<file path="src/tqtb_pkg.sv">
`timescale 1ns / 1ps
// ----------------------------------------------------------------------------
// Threshold buffer package
// Beat types, action codes and sequencer states shared by the design.
// ----------------------------------------------------------------------------
package tqtb_pkg;

  typedef enum logic [1:0] {
    ACT_INSERT = 2'd0,
    ACT_QUERY  = 2'd1,
    ACT_CLEAR  = 2'd2
  } act_e;

  typedef struct packed {
    logic [1:0]         action;
    logic signed [31:0] value;
  } in_t;

  typedef struct packed {
    logic signed [31:0] kept_value;
    logic signed [31:0] threshold;
    logic               last;
  } out_t;

  typedef enum logic [3:0] {
    ST_CLR,
    ST_IDLE,
    ST_P0,
    ST_P1,
    ST_P2,
    ST_P3,
    ST_RD,
    ST_CMP,
    ST_SWAP,
    ST_SWAP2,
    ST_E0,
    ST_E1,
    ST_E2,
    ST_QR,
    ST_QL
  } state_e;

endpackage

</file>
<file path="src/tqtb_ram.sv">
`timescale 1ns / 1ps
// ----------------------------------------------------------------------------
// Generic RAM
// One write port and one read port with a registered read.
// ----------------------------------------------------------------------------
module tqtb_ram #(
  parameter int Width = 32,
  parameter int Depth = 64
) (
  input  logic                     clk_i,
  input  logic                     we_i,
  input  logic [$clog2(Depth)-1:0] waddr_i,
  input  logic [Width-1:0]         wdata_i,
  input  logic [$clog2(Depth)-1:0] raddr_i,
  output logic [Width-1:0]         rdata_o
);

  logic [Width-1:0] mem_q [Depth];

  always_ff @(posedge clk_i) begin
    if (we_i) begin
      mem_q[waddr_i] <= wdata_i;
    end
    rdata_o <= mem_q[raddr_i];
  end

endmodule

</file>
<file path="src/top_q_threshold_buffer_top.sv">
`timescale 1ns / 1ps
// ----------------------------------------------------------------------------
// Top-k threshold buffer
// Keeps the largest KEEP_COUNT values of a stream with an admission threshold.
// ----------------------------------------------------------------------------
// Usage: input beats carry an action and a value on a valid/stall channel.
// An insert below the threshold is dropped; otherwise it is written into the
// next slot downward. An insert that fills slot zero starts a quickselect over
// the buffer memory. The pace of each partition pass is set by the single read
// port of the buffer memory, and the passes shrink around the target rank.
// A query runs the same selection and then emits min(KEEP_COUNT, BUFFER_SIZE)
// beats, the final one flagged by last. A clear produces no beat.
// After reset the block runs a clearing pass that zeroes the buffer; input
// stall is held high until it ends.
// Input stall is high whenever the block is not idle. A stalled output beat
// holds, and query emission waits for it; the next input beat can be taken
// while the final query beat still waits.
// ----------------------------------------------------------------------------
module top_q_threshold_buffer_top
  import tqtb_pkg::*;
#(
  parameter int KEEP_COUNT  = 32,
  parameter int BUFFER_SIZE = 64
) (
  input  logic clk_i,
  input  logic rst_ni,
  input  logic in_valid_i,
  output logic in_stall_o,
  input  in_t  in_data_i,
  output logic out_valid_o,
  input  logic out_stall_i,
  output out_t out_data_o
);

  localparam int AW   = $clog2(BUFFER_SIZE);
  localparam int WW   = $clog2(BUFFER_SIZE + 1);
  localparam int KEPT = (KEEP_COUNT < BUFFER_SIZE) ? KEEP_COUNT : BUFFER_SIZE;
  localparam int FREE = BUFFER_SIZE - KEPT;
  localparam logic [AW-1:0] Target  = AW'(FREE);
  localparam logic [AW-1:0] LastIdx = AW'(BUFFER_SIZE - 1);
  localparam logic [WW-1:0] WiReset = WW'(BUFFER_SIZE);
  localparam logic [WW-1:0] WiFree  = WW'(FREE);

  state_e state_q, state_d;
  logic [AW-1:0] lo_q, lo_d, hi_q, hi_d, i_q, i_d, dest_q, dest_d, k_q, k_d;
  logic signed [31:0] pv_q, pv_d, tmp_q, tmp_d, cur_q, cur_d, thr_q, thr_d;
  logic [WW-1:0] wi_q, wi_d, wn;
  logic qry_q, qry_d, ov_q, ov_d, adv;
  out_t out_q, out_d;

  logic we;
  logic [AW-1:0] waddr, raddr, dn;
  logic [31:0] wdata, rdata;
  logic signed [31:0] rd;

  assign rd = $signed(rdata);

  tqtb_ram #(.Width(32), .Depth(BUFFER_SIZE)) u_ram (
    .clk_i   (clk_i),
    .we_i    (we),
    .waddr_i (waddr),
    .wdata_i (wdata),
    .raddr_i (raddr),
    .rdata_o (rdata)
  );

  assign in_stall_o  = (state_q != ST_IDLE);
  assign out_valid_o = ov_q;
  assign out_data_o  = out_q;

  always_ff @(posedge clk_i or negedge rst_ni) begin
    if (!rst_ni) begin
      state_q <= ST_CLR;
      k_q     <= '0;
      wi_q    <= WiReset;
      thr_q   <= -32'sd1;
      qry_q   <= 1'b0;
      ov_q    <= 1'b0;
    end else begin
      state_q <= state_d;
      k_q     <= k_d;
      wi_q    <= wi_d;
      thr_q   <= thr_d;
      qry_q   <= qry_d;
      ov_q    <= ov_d;
    end
  end

  always_ff @(posedge clk_i) begin
    lo_q   <= lo_d;
    hi_q   <= hi_d;
    i_q    <= i_d;
    dest_q <= dest_d;
    pv_q   <= pv_d;
    tmp_q  <= tmp_d;
    cur_q  <= cur_d;
    out_q  <= out_d;
  end

  always_comb begin
    state_d = state_q;
    lo_d = lo_q; hi_d = hi_q; i_d = i_q; dest_d = dest_q; k_d = k_q;
    pv_d = pv_q; tmp_d = tmp_q; cur_d = cur_q; thr_d = thr_q;
    wi_d = wi_q; qry_d = qry_q; out_d = out_q;
    ov_d = ov_q && out_stall_i;
    we = 1'b0; waddr = '0; wdata = '0; raddr = '0;
    adv = 1'b0;
    wn = wi_q - 1'b1;
    dn = dest_q - 1'b1;
    unique case (state_q)
      ST_CLR: begin
        we = 1'b1; waddr = k_q;
        if (k_q == LastIdx) begin
          state_d = ST_IDLE;
        end else begin
          k_d = k_q + 1'b1;
        end
      end
      ST_IDLE: begin
        if (in_valid_i) begin
          case (in_data_i.action)
            ACT_INSERT: begin
              if (in_data_i.value >= thr_q && wi_q != '0) begin
                wi_d = wn;
                we = 1'b1; waddr = wn[AW-1:0]; wdata = in_data_i.value;
                if (wn == '0) begin
                  qry_d = 1'b0; lo_d = '0; hi_d = LastIdx; state_d = ST_P0;
                end
              end
            end
            ACT_QUERY: begin
              qry_d = 1'b1; lo_d = '0; hi_d = LastIdx; state_d = ST_P0;
            end
            ACT_CLEAR: begin
              thr_d = -32'sd1; wi_d = WiReset;
            end
            default: ;
          endcase
        end
      end
      ST_P0: begin
        raddr = lo_q; state_d = ST_P1;
      end
      ST_P1: begin
        pv_d = rd; raddr = hi_q; state_d = ST_P2;
      end
      ST_P2: begin
        tmp_d = rd; we = 1'b1; waddr = hi_q; wdata = pv_q; state_d = ST_P3;
      end
      ST_P3: begin
        we = 1'b1; waddr = lo_q; wdata = tmp_q;
        i_d = hi_q - 1'b1; dest_d = hi_q;
        state_d = (hi_q == lo_q) ? ST_E0 : ST_RD;
      end
      ST_RD: begin
        raddr = i_q; state_d = ST_CMP;
      end
      ST_CMP: begin
        if (rd > pv_q) begin
          cur_d = rd; dest_d = dn;
          if (dn == i_q) begin
            adv = 1'b1;
          end else begin
            raddr = dn; state_d = ST_SWAP;
          end
        end else begin
          adv = 1'b1;
        end
      end
      ST_SWAP: begin
        tmp_d = rd; we = 1'b1; waddr = dest_q; wdata = cur_q; state_d = ST_SWAP2;
      end
      ST_SWAP2: begin
        we = 1'b1; waddr = i_q; wdata = tmp_q; adv = 1'b1;
      end
      ST_E0: begin
        raddr = dest_q; state_d = ST_E1;
      end
      ST_E1: begin
        tmp_d = rd; we = 1'b1; waddr = dest_q; wdata = pv_q; state_d = ST_E2;
      end
      ST_E2: begin
        we = 1'b1; waddr = hi_q; wdata = tmp_q;
        if (dest_q == Target) begin
          thr_d = pv_q; wi_d = WiFree; k_d = Target;
          state_d = qry_q ? ST_QR : ST_IDLE;
        end else if (dest_q > Target) begin
          hi_d = dn; state_d = ST_P0;
        end else begin
          lo_d = dest_q + 1'b1; state_d = ST_P0;
        end
      end
      ST_QR: begin
        if (!ov_q || !out_stall_i) begin
          raddr = k_q; state_d = ST_QL;
        end
      end
      ST_QL: begin
        ov_d = 1'b1;
        out_d.kept_value = rd;
        out_d.threshold  = thr_q;
        out_d.last       = (k_q == LastIdx);
        if (k_q == LastIdx) begin
          state_d = ST_IDLE;
        end else begin
          k_d = k_q + 1'b1; state_d = ST_QR;
        end
      end
      default: state_d = ST_IDLE;
    endcase
    if (adv) begin
      if (i_q == lo_q) begin
        state_d = ST_E0;
      end else begin
        i_d = i_q - 1'b1; state_d = ST_RD;
      end
    end
  end

`ifndef SYNTHESIS
  a_wi_range: assert property (@(posedge clk_i) disable iff (!rst_ni)
    wi_q <= WiReset) else $error("write index out of range");
  a_load_only: assert property (@(posedge clk_i) disable iff (!rst_ni)
    $rose(ov_q) |-> $past(state_q == ST_QL)) else $error("beat without load");
  a_query_start: assert property (@(posedge clk_i) disable iff (!rst_ni)
    (in_valid_i && !in_stall_o && in_data_i.action == ACT_QUERY) |=> state_q == ST_P0)
    else $error("query did not start selection");
  a_no_emit_busy: assert property (@(posedge clk_i) disable iff (!rst_ni)
    (state_q == ST_QL) |-> $past(!ov_q || !out_stall_i)) else $error("beat overrun");
`endif

endmodule

</file>
<file path="config.mk">
export PLATFORM = sky130hd
export DESIGN_NAME = top_q_threshold_buffer_top
export DESIGN_NICKNAME = d
export VERILOG_FILES = /design/src/tqtb_pkg.sv /design/src/tqtb_ram.sv /design/src/top_q_threshold_buffer_top.sv
export SDC_FILE = /design/constraint.sdc
export NUM_CORES = 2
export LEC_CHECK = 0
export ABC_AREA = 1
export BUFFER_PORTS_ARGS = -buffer_cell sky130_fd_sc_hd__buf_2
export CAP_MARGIN = 20
export CORE_ASPECT_RATIO = 0.6
export CORE_MARGIN = 2
export CORE_UTILIZATION = 51
export CTS_BUF_LIST = sky130_fd_sc_hd__clkbuf_8
export DETAILED_ROUTE_END_ITERATION = 6
export PLACE_DENSITY_LB_ADDON = 0.08
export SLEW_MARGIN = 20
export SYNTH_ARGS = -nofsm -noshare
export SYNTH_HDL_FRONTEND = slang
export SYNTH_SLANG_ARGS = --single-unit
</file>
<file path="constraint.sdc">
create_clock -name clk_i -period 4.35 [get_ports clk_i]
set_input_delay 0.87 -clock clk_i [delete_from_list [all_inputs] [get_ports clk_i]]
set_output_delay 0.87 -clock clk_i [all_outputs]
set_load 0.02 [all_outputs]
</file>
[After elaboration in Yosys (flattened, before gate mapping)]
Memories as Yosys holds them, arrays and structs flattened. A register that Yosys moved wholly into a read port is not among the register bits.
Cells that the tools add are included.
Word-level totals
  memory bits (writable): 2048
  output and inout port bits: 67
  word-level logic and storage cells: 171
  bits of input ports: 38
  bits in registers: 236
  memories: 1
Operators by class
  reduce and logical (&&, ||, !) cells: 29
  $add $sub $neg: 6
  equal/unequal tests: 45
  magnitude comparators: 3
  multiplexer cells: 71
Memory list
  u_ram.mem_q: words 64, bits a word 32, read ports 1, clocked after Yosys merged registers in 1, wr ports 1, line tqtb_ram.sv:18  | logic [Width-1:0] mem_q [Depth];
Operator list (number)
  32-bit two-way mux: 6
  6-bit two-way mux: 22
  32-bit one-hot mux with 4 select lines: 1
  6-bit one-hot mux with 2 select lines: 6
  6-bit one-hot mux with 6 select lines: 2
  32-bit one-hot mux with 2 select lines: 1
  4-bit one-hot mux with 15 select lines: 1
  4-bit two-way mux: 13
  32-bit >= comparator: 1
  32-bit greater-than comparator: 1
  4-bit equality test, second input constant: 7
  7-bit one-hot mux with 2 select lines: 2
  7-bit two-way mux: 3
  3-bit inequality test, second input constant: 7
  2-bit inequality test, second input constant: 10
  6-bit equality test: 3
  6-bit by 1-bit subtractor with 6-bit output, second input constant: 3
  4-bit by 3-bit equality test with 1-bit output, second input constant: 4
  7-bit AND reduction: 2
  6-bit by 1-bit adder with 6-bit output, second input constant: 2
  6-bit equality test, second input constant: 2
  1-bit two-way mux: 10
  5-bit AND reduction: 2
  9-bit AND reduction: 1
  other kinds (27): 42

[Logic depth before layout (Yosys ltp)]
  word-level depth: 8
  gate-level depth with buffers: 26
  gate-level depth less buffers: 25

[Hierarchy]
Synthesis repeated with hierarchy kept, for this count alone.
Second synthesis, totals
  cell total of the unflattened synthesis: 7896
  area total of the unflattened synthesis: 94903.5 sq um
By module, submodules not included
  tqtb_ram: cells an instance 6788, area an instance 82836.9 sq um, seq. area each 62139.6 sq um, times used 1
  top_q_threshold_buffer_top: cells an instance 1108, area an instance 12066.6 sq um, seq. area each 6812.8 sq um, times used 1

[Least setup slack after synthesis]
No wires, ideal clock.
  path type: input port to flip-flop
  from: input in_data_i[11] (netlist bit)
  to: memory u_ram.mem_q[37][0] (enable)
  arrival time: 4.242 ns
  path slack: -0.313 ns
  setup time: 0.421 ns
  stages: 12
  data required time: 3.929 ns
  path buffers: 0
  cells stage by stage: ha_1 > a21oi_1 > o21ai_0 > nand2_1 > o211ai_1 > o21ai_0 > nand4_1 > o211ai_1 > nand3_1 > o21ai_0 > nand3_1 > nor2_1
Between the ends
  cells in the longest elaborated chain, start to end: 8
  elaborated cells on any way between the ends: 12
  classes of those cells: 1 x order compare; 10 x mux; 1 x reduce/logical
Ends and longest elaborated chain
  from (decl): line top_q_threshold_buffer_top.sv:29  | input in_t in_data_i,
  32-bit >= comparator (*): line top_q_threshold_buffer_top.sv:123  | if (in_data_i.value >= thr_q && wi_q != '0) begin
  1-bit logical AND (*): line top_q_threshold_buffer_top.sv:123
  1-bit two-way mux: line top_q_threshold_buffer_top.sv:123
  1-bit two-way mux: line top_q_threshold_buffer_top.sv:121  | case (in_data_i.action)
  1-bit two-way mux: line top_q_threshold_buffer_top.sv:120  | if (in_valid_i) begin
  1-bit one-hot mux with 2 select lines: line top_q_threshold_buffer_top.sv:110  | unique case (state_q)
  1-bit two-way mux: line tqtb_ram.sv:21  | if (we_i) begin
  1-bit two-way mux (not written as such): line tqtb_ram.sv:22  | mem_q[waddr_i] <= wdata_i;
  to (decl): line tqtb_ram.sv:18
Every way passes the cells marked *; elsewhere a longest branch is shown, timed or not.

[Worst setup path in the final report]
  from: register u_ram.rdata_o[14], read port of u_ram.mem_q
  to: register u_ram.rdata_o[23], read port of u_ram.mem_q
Between the ends
  cells in the longest elaborated chain, start to end: 3
Ends and longest elaborated chain
  from (decl): line tqtb_ram.sv:15  | output logic [Width-1:0] rdata_o
  32-bit greater-than comparator: line top_q_threshold_buffer_top.sv:159  | if (rd > pv_q) begin
  6-bit two-way mux: line top_q_threshold_buffer_top.sv:159
  6-bit one-hot mux with 6 select lines: line top_q_threshold_buffer_top.sv:110
Every way passes these cells.
A chain may end at the register's enable or synchronous reset.

==> summary.md <==
| Metric | Value |
|---|---|
| DPL Wire Length | `209,000 microns` |
| Clock root cell | `clkbuf_8` |
| Synth unique cells | `51` |
| Final ANT Viol Nets | `0` |
| Syn. warnings | `0` |
| Post-synthesis xor/xnor area fraction | `0.163%` |
| IO buf count | `104` |
| DRC | `0` |
| GRT Resource Usage Total | `31.4%` |
| Worst setup EP type | `register` |
| CTS max path bufs | `4` |
| Worst-margin pin slew | `1.14 ns` |
| Top_reg_cell synth | `edfxtp_1` |
| Initial antenna violation count | `10` |
| Post-layout min period | `4.23 ns` |
| Syn Inst Count | `9,263` |
| Yosys top cell by area | `edfxtp_1` |
| Vias in the first global route | `69.0k` |
| Setup ws final | `0.123 ns` |
| Share of cells above drive strength 1 | `14.5%` |
| Fmax | `237 MHz` |
| Register area share after synthesis | `67.4%` |
| Clock Latency Late Sink | `0.96 ns` |
| Overflow after GRT | `0` |
| Async set or reset register ratio after synthesis | `2.20%` |
| CTS buffer count | `341` |
| Mapped Avg Cell Area | `11.0 sq um` |
| Synth Area in Compound Gates | `1.31%` |
| Startpoint Class | `register` |
| Max-slew headroom | `23.3%` |
| Post-synthesis register bit count | `2,316` |
| Most frequent cells in the layout | `edfxtp_1, nand3_1, inv_1, nand2_1, nand3b_1` |
| Synth top area share | `65.3%` |
| Max-cap viol count | `0` |
| Core area | `200,000 sq um` |
| Adder-Cell Fraction of Synth Area | `0.892%` |
| Gpl congestion | `0.982` |
| Avg WL per Cell | `25.4 microns` |
| Synthesized Nets | `9,374` |
| Final hold violation count | `0` |
| Setup TNS | `0 ns` |
| Commonest non-fill, non-tap cell in the layout | `edfxtp_1` |
| Fill count | `16.1k` |
| Slew Limit Fails | `0` |
| Worst Path Class, Setup | `reg -> reg` |
| P per Cell Area | `337 nW/um^2` |
| First-pass GRT wire length | `472,000 microns` |
| Worst EP arrival | `5.08 ns` |
| Worst-path clk slew | `0.07 ns` |
| Worst-path fanout max | `37` |
| Clock Sink Count | `2,316` |
| # setup viols final | `0` |
| Final core utilization | `60.5%` |
| Leakage power | `0.0476 uW` |
| Die H | `351 microns` |
| Largest net degree at the start of global routing | `104` |
| Post-synthesis simple-gate area fraction | `22.2%` |
| Status | `finished clean` |
| Fin Clk Skew | `0.0499 ns` |
| Vias | `73.8k` |
| Die Area | `204,000 sq um` |
| Die Wd | `582 microns` |
| Cells taking the most area after synthesis | `edfxtp_1, nand3_1, inv_1, nand2_1, nand3b_1` |
| Total Routed Length | `326,000 microns` |
| FF/Latch Area | `69,000 sq um` |
| Multiplexer share of the synthesized area | `0.00978%` |
| EDFF count, synth | `2,227` |
| Nets | `10.0k` |
| Drt pass-1 iters | `6` |
| Area grow syn2layout | `18.0%` |
| I/O pin cnt | `105` |
| Initial DRC Count | `10.1k` |
| Worst Path Required | `5.20 ns` |
| Vias per cell | `5.76` |
| Clock tree from TritonCTS | `built` |
| Rows | `127` |
| H-tree depth | `5` |
| HP Class | `in -> reg` |
| Final period utilization | `97.2%` |
| Synth Cell Area | `102,000 sq um` |
| Dpl ws | `-0.415 ns` |
| Area of the multi-input gates | `26,400 sq um` |
| Initial Utilization | `51.3%` |
| Largest family of logic cells by synthesized area | `simple AND/OR/NAND/NOR gates` |
| Worst VDD drop | `0.000365 V` |
==> cell families (layout without fill, tap and decap cells) <==
logic type               Yosys count  after routing
flip-flops                      2316           2316
buffers and inverters           2070           2970
other                              0              3
AO/OA/AOI/OAI                    214            214
AND/OR/NAND/NOR                 4570           4570
XOR/XNOR                          19             19
adder cells (fa/ha/maj)           73             73
multiplexers                       1              1
==> state kept, by name, summed over array words and instances (netlist names) <==
name / flops
qry_q: 1
dest_q: 6
u_ram.rdata_o: 32
i_q: 6
out_valid_o: 1
k_q: 6
lo_q: 6
hi_q: 6
thr_q: 32
u_ram.mem_q: 2048
state_q: 4
tmp_q: 32
wi_q: 7
out_data_o: 65
pv_q: 32
cur_q: 32
==> cell type report <==
type / count / share of cell area (%)
diodes: 3 / 0.00622
clock buffers: 362 / 4.13
clock inverters: 239 / 0.946
inverters: 1506 / 4.70
multi-input cells: 4877 / 21.8
flip-flops and latches: 2316 / 57.1
well taps: 2644 / 2.74
repair buffers: 863 / 8.55
==> timing repair <==
item | 4_1_cts | 5_1_grt
hold endpoints to repair | 18 | 0
cloned | 0 | 2
pin swaps | 0 | 5
setup buffers | 0 | 10
setup endpoints to repair | 138 | 1930
gates resized for setup | 10 | 41
hold buffers | 1 | 0
==> worst max-delay path: stages, from the launching register on <==
cell and delay [ns]:
dfxtp_1 0.44, ha_1 0.37, nand2_1 0.06, o21ai_0 0.25, nor2_1 0.08, buf_4 0.16, nand2_2 0.22, nand2_1 0.13
nand3_1 0.18, nand4_4 0.14, buf_4 0.19, o21ai_4 0.14, buf_12 0.17, buf_12 0.21, buf_16 0.26, buf_4 0.16
nand3_1 0.07, nand3_1 0.08, nand3_1 0.09, nand3_1 0.16, nand3_1 0.24, nand2_1 0.25
==> through the flow <==
| stage | hold slack [ns] | instances | cell area [sq um] | total power (uW) |
|---|---|---|---|---|
| after detailed placement | 0.498 | 12200 | 114000 | 24600 |
| final | 0.253 | 12800 | 121000 | 40700 |
| after global placement | 0.480 | 12200 | 114000 | 24600 |
| after CTS | 0.172 | 12800 | 120000 | 41000 |
| after global routing | 0.219 | 12800 | 121000 | 41900 |
| after floorplan | 0.460 | 9263 | 102000 | 24600 |
==> synthesized netlist by cell type, types with 22 or more instances <==
| cell | count |
|---|---|
| nand3b_1 | 704 |
| buf_1 | 40 |
| a31oi_1 | 37 |
| edfxtp_1 | 2227 |
| inv_1 | 1493 |
| nand2_1 | 1431 |
| dfxtp_1 | 38 |
| nand3_1 | 2202 |
| nor2_1 | 174 |
| buf_2 | 253 |
| o2111ai_1 | 26 |
| a21oi_1 | 47 |
| clkbuf_1 | 226 |
| buf_4 | 45 |
| dfstp_2 | 33 |
| ha_1 | 73 |
| nor3_1 | 22 |
| o21ai_0 | 53 |
==> where the power goes <==
part	internal, uW	switching (uW)
Clock	8030	8520
Sequential	24100	0.247
Combinational	52.1	62.8
==> worst paths after layout <==
path / startpoint / endpoint / slack (ns) / depth (start not counted)
setup / recovery: u_ram.rdata_o[14] / u_ram.rdata_o[23] / 0.12 / 21
hold / removal: out_stall_i / out_valid_o / 0.25 / 3
setup reg to reg: u_ram.rdata_o[14] / u_ram.rdata_o[23] / 0.12 / 21
hold reg to reg: thr_q[6] / thr_q[6] / 0.51 / 2
max in group asynchronous: rst_ni / thr_q[8] / 2.91 / 3
min in group asynchronous: rst_ni / qry_q / 0.48 / 2
==> routing by layer <==
layer	vias to the layer above	wire length [microns]	track usage (%)
li1	33100	-	-
met1	36100	144000	48.8
met2	4147	131000	43.0
met3	566	40700	8.24
met4	6	9170	9.06
met5	-	33	0
No activity file was read; power rests on OpenSTA's default activity.
